==> config.mk <==
export PLATFORM = sky130hd
export DESIGN_NAME = gld_front
export DESIGN_NICKNAME = d
export VERILOG_FILES = /design/src/sv/gif_lzw_decoder_defines.svh /design/src/sv/gld_pkg.sv /design/src/sv/gld_front.sv
export SDC_FILE = /design/constraint.sdc
export NUM_CORES = 1
export LEC_CHECK = 0
export BUFFER_PORTS_ARGS = -buffer_cell sky130_fd_sc_hd__buf_2
export CORE_MARGIN = 5
export CORE_UTILIZATION = 45
export CTS_CLUSTER_SIZE = 12
export DETAILED_ROUTE_END_ITERATION = 8
export PLACE_DENSITY_LB_ADDON = 0.05
export SETUP_SLACK_MARGIN = 0.02
export SYNTH_ARGS = -nofsm -noshare
export SYNTH_HDL_FRONTEND = slang
export SYNTH_SLANG_ARGS = --single-unit
==> constraint.sdc <==
create_clock -name aclk -period 3.95 [get_ports aclk]
set_clock_uncertainty 0.1 [all_clocks]
set_input_delay 0.5925 -clock aclk [delete_from_list [all_inputs] [get_ports aclk]]
set_output_delay 0.5925 -clock aclk [all_outputs]
set_load 0.01 [all_outputs]
==> src/sv/gif_lzw_decoder_defines.svh <==
// Assertion macros for the GIF LZW decoder top level.
`ifndef GIF_LZW_DECODER_DEFINES_SVH
`define GIF_LZW_DECODER_DEFINES_SVH
`ifndef SYNTHESIS
`define GLD_ASSERT(lbl, prop) \
    lbl: assert property (@(posedge aclk) disable iff (!aresetn) prop) \
        else $error("gif_lzw_decoder: assertion failed");
`define GLD_ASSERT_RST(lbl, prop) \
    lbl: assert property (@(posedge aclk) prop) \
        else $error("gif_lzw_decoder: reset assertion failed");
`else
`define GLD_ASSERT(lbl, prop)
`define GLD_ASSERT_RST(lbl, prop)
`endif
`endif

==> src/sv/gld_pkg.sv <==
// Types and constants shared by the GIF LZW decoder modules.
`timescale 1ns / 1ps
`default_nettype none
package gld_pkg;
    localparam int TABLE_ENTRIES    = 4096;
    localparam int TABLE_BITS       = 12;
    localparam int MAX_CODE_BITS    = 12;
    localparam int PIXEL_INDEX_BITS = 22;
    localparam int CODE_BITS        = 13;
    localparam int COUNT_BITS       = 23;
    localparam int STEP_CAP         = 64;

    localparam logic [CODE_BITS-1:0] NO_CODE = 13'h1FFF;

    localparam logic [1:0] STATUS_PIXEL    = 2'd0;
    localparam logic [1:0] STATUS_FINISHED = 2'd1;
    localparam logic [1:0] STATUS_BAD_CODE = 2'd2;

    localparam logic CFG_MIN_CODE_SIZE = 1'b0;
    localparam logic CFG_PIXEL_LIMIT   = 1'b1;

    typedef struct packed {
        logic       is_term;
        logic [7:0] data_byte;
    } item_t;

    typedef struct packed {
        logic [1:0]                  status;
        logic [7:0]                  pixel_value;
        logic [PIXEL_INDEX_BITS-1:0] pixel_index;
    } result_t;
endpackage
`default_nettype wire

==> src/sv/gld_front.sv <==
// Input front end: classifies each input beat and queues it for the decoder core.
`timescale 1ns / 1ps
`default_nettype none
module gld_front (
    input  wire logic          aclk,
    input  wire logic          aresetn,
    input  wire logic          s_tvalid,
    output logic               s_tready,
    input  wire logic [7:0]    s_tdata,
    input  wire logic          s_tuser,
    output logic               item_valid,
    input  wire logic          item_ready,
    output gld_pkg::item_t     item
);
    gld_pkg::item_t queue_reg [2];
    logic           wr_ptr_reg;
    logic           rd_ptr_reg;
    logic [1:0]     count_reg;
    logic [1:0]     count_next;
    logic           push;
    logic           pop;

    assign s_tready   = count_reg != 2'd2;
    assign item_valid = count_reg != 2'd0;
    assign item       = queue_reg[rd_ptr_reg];
    assign push       = s_tvalid && s_tready;
    assign pop        = item_valid && item_ready;

    always_comb begin
        count_next = count_reg;
        if (push && !pop) begin
            count_next = count_reg + 2'd1;
        end else if (pop && !push) begin
            count_next = count_reg - 2'd1;
        end
    end

    always_ff @(posedge aclk) begin
        if (!aresetn) begin
            wr_ptr_reg <= 1'b0;
            rd_ptr_reg <= 1'b0;
            count_reg  <= 2'd0;
        end else begin
            count_reg <= count_next;
            if (push) begin
                wr_ptr_reg <= !wr_ptr_reg;
            end
            if (pop) begin
                rd_ptr_reg <= !rd_ptr_reg;
            end
        end
    end

    always_ff @(posedge aclk) begin
        if (push) begin
            queue_reg[wr_ptr_reg].is_term   <= s_tuser;
            queue_reg[wr_ptr_reg].data_byte <= s_tdata;
        end
    end
endmodule
`default_nettype wire

==> impl_metrics.tcl <==
set metrics [dict create \
    status "completed" \
    drv_slew 0 \
    fillCellCount 184 \
    largest_reg_flops 18 \
    end_kind "output port" \
    tritoncts "yes" \
    yosysSeqAreaShare 0.727 \
    critical_path_peak_fanout 9 \
    rsz0062_at_grt "false" \
    pre_cts_ws_ns 2.07 \
    via_count 495 \
    port_buffers 23 \
    synth.ff_latch_count 23 \
    die_x_microns 54.2 \
    holdBufCountCts 0 \
    path_cells "mux2_2, buf_2" \
    wl_microns 1280 \
    start_kind "register" \
    avgSynthCellArea_sq_um 16.6 \
    die_h_microns 54.2 \
    fin_crit_ns 2.10 \
    cts_buffers 3 \
    ant_nets 0 \
    fin_util 0.547 \
    cts.reportedPaths.clkPinSlew_ns 0.11 \
    nets 94 \
    worst_slack_ns 1.85 \
    insertion_delay_ns 0.29 \
    synth_flop_cell "edfxtp_1" \
    max_stage_delay_ns 0.59 \
    antenna_found_initial 0 \
    arrival_ns 1.41 \
    design.die.area_sq_um 2940 \
    dp_hpwl_microns 944 \
    gp_congestion 0.697 \
    drv_cap 0 \
    grt_overflow 0 \
    drt_iter0_drc 6 \
    drc 0 \
    post_cts_buffers 0 \
    setup_viol 0 \
    cts_root_buffer "clkbuf_4" \
    synth_top_cell_area_share 0.614 \
    drive_gt1_frac 0.481 \
    clock_path_buffers 2 \
    grt_max_degree 13 \
    start_util 0.458 \
    syn_to_final_growth_pct 19.3 \
    synth.area.top_cells "edfxtp_1 61%, mux2_2 12%, dfxtp_1 11%" \
    wl_per_cell_microns 12.1 \
    r2r_setup_slack_ns 2.26 \
    leakagePower_uw 0.000417 \
    clock-sinks 23 \
    synthTopCellsByCount "18 x edfxtp_1, 9 x mux2_2, 5 x dfxtp_1" \
    synth_cell_types 17 \
    max_freq_ghz 0.475 \
    async_flop_share 0 \
    antenna_cells 0 \
    first_global_vias 475 \
    fin_tns_setup_ns 0 \
    core_area_sq_um 1920 \
    finalHoldViolations 0 \
    h-tree-depth 1 \
    dr.pass1.iters 2 \
    cts_resized 0 \
    relSlewSlack 0.717 \
    syn-num-nets 67 \
    grt_use_total 0.0956 \
    via_per_inst 4.67 \
    synthMostInstantiatedCell "edfxtp_1" \
    cp_slowest_cell "dfxtp_1" \
    path_class "reg2out" \
    rows 16 \
    peakVddDrop_mv 0.297 \
    yosysTopAreaCell "edfxtp_1" \
    power_uw 625 \
    min_period_over_period 0.532 \
    required_ns 3.26 \
    synthCells 53 \
    synth_area_sq_um 881 \
    ios 24 \
    synth_edf_count 18 \
    hold_class "in2reg" \
    powerDensity_nw_per_um2 595 \
    worst_pin_slew_ns 0.425 \
    yosysWarningCount 0 \
    grt_pass1_wl_microns 1950 \
]
## worst max-delay path: cells and delay by family, from the launching register on
| family | cells | cell delay (ns) |
|---|---|---|
| DFF | 1 | 0.59 |
| muxes | 1 | 0.39 |
| buffers and inverters | 1 | 0.14 |
## cells in the final DEF, fill, tap and decap left out, drive strengths merged, types with 2 or more instances in the layout
cell / instances
xor2: 3
clkbuf: 4
o21ai: 2
buf: 23
inv: 2
dfxtp: 5
edfxtp: 18
nor2: 3
a21oi: 2
mux2: 9
## final timing paths
check                       startpoint                        end  cells past startpoint
min reg2reg    rd_ptr_reg$_SDFFE_PN0P_                   register                      2
max reg2reg  count_reg[0]$_SDFFE_PN0P_  count_reg[1]$_SDFFE_PN0P_                      5
min                         s_tdata[5]  queue_reg[0][5]$_DFFE_PP_                      1
max                           register                    item[1]                      2
## area by class of cell
| type | count | area, sq um | share of cell area |
|---|---|---|---|
| inverter | 2 | 7.51 | 0.00714 |
| sequential | 23 | 641 | 0.610 |
| multi-input combinational | 27 | 228 | 0.217 |
| tap | 27 | 33.8 | 0.0321 |
| timing repair buffer | 23 | 115 | 0.110 |
| clock buffer | 4 | 26.3 | 0.0250 |
## per-stage QoR
stage | cells | hold slack [ns] | instance area [sq um]
2_1_floorplan | 53 | 0.372 | 881
3_3_place_gp | 102 | 0.387 | 1020
3_5_place_dp | 102 | 0.399 | 1020
4_1_cts | 106 | 0.365 | 1050
5_1_grt | 106 | 0.357 | 1050
6_report | 106 | 0.376 | 1050
## kinds of logic (layout without fill, tap and decap cells)
kind of cell / after synthesis / in the layout / synth area share
muxes: 9 / 9 / 0.115
and+or+nand+nor: 9 / 9 / 0.0654
AOI/OAI and AO/OA: 5 / 5 / 0.0341
buffers and inverters: 3 / 29 / 0.0142
xor gates and xnor gates: 3 / 3 / 0.0298
adders and majority gates: 1 / 1 / 0.0142
DFF: 23 / 23 / 0.727
## per-layer routing
| metal | global-route usage | share of wire | vias up |
|---|---|---|---|
| li1 | - | - | 245 |
| met1 | 0.114 | 0.44 | 238 |
| met2 | 0.159 | 0.49 | 12 |
| met3 | 0.0300 | 0.070 | 0 |
| met4 | 0.0373 | 0 | 0 |
| met5 | 0 | 0 | - |
## where the power goes
part           switching [uW]  internal (uW)
logic                    88.1           97.9
clock network            62.2           39.3
registers                31.0            307
total                     181            444
Power figures use the tool's default switching activity.
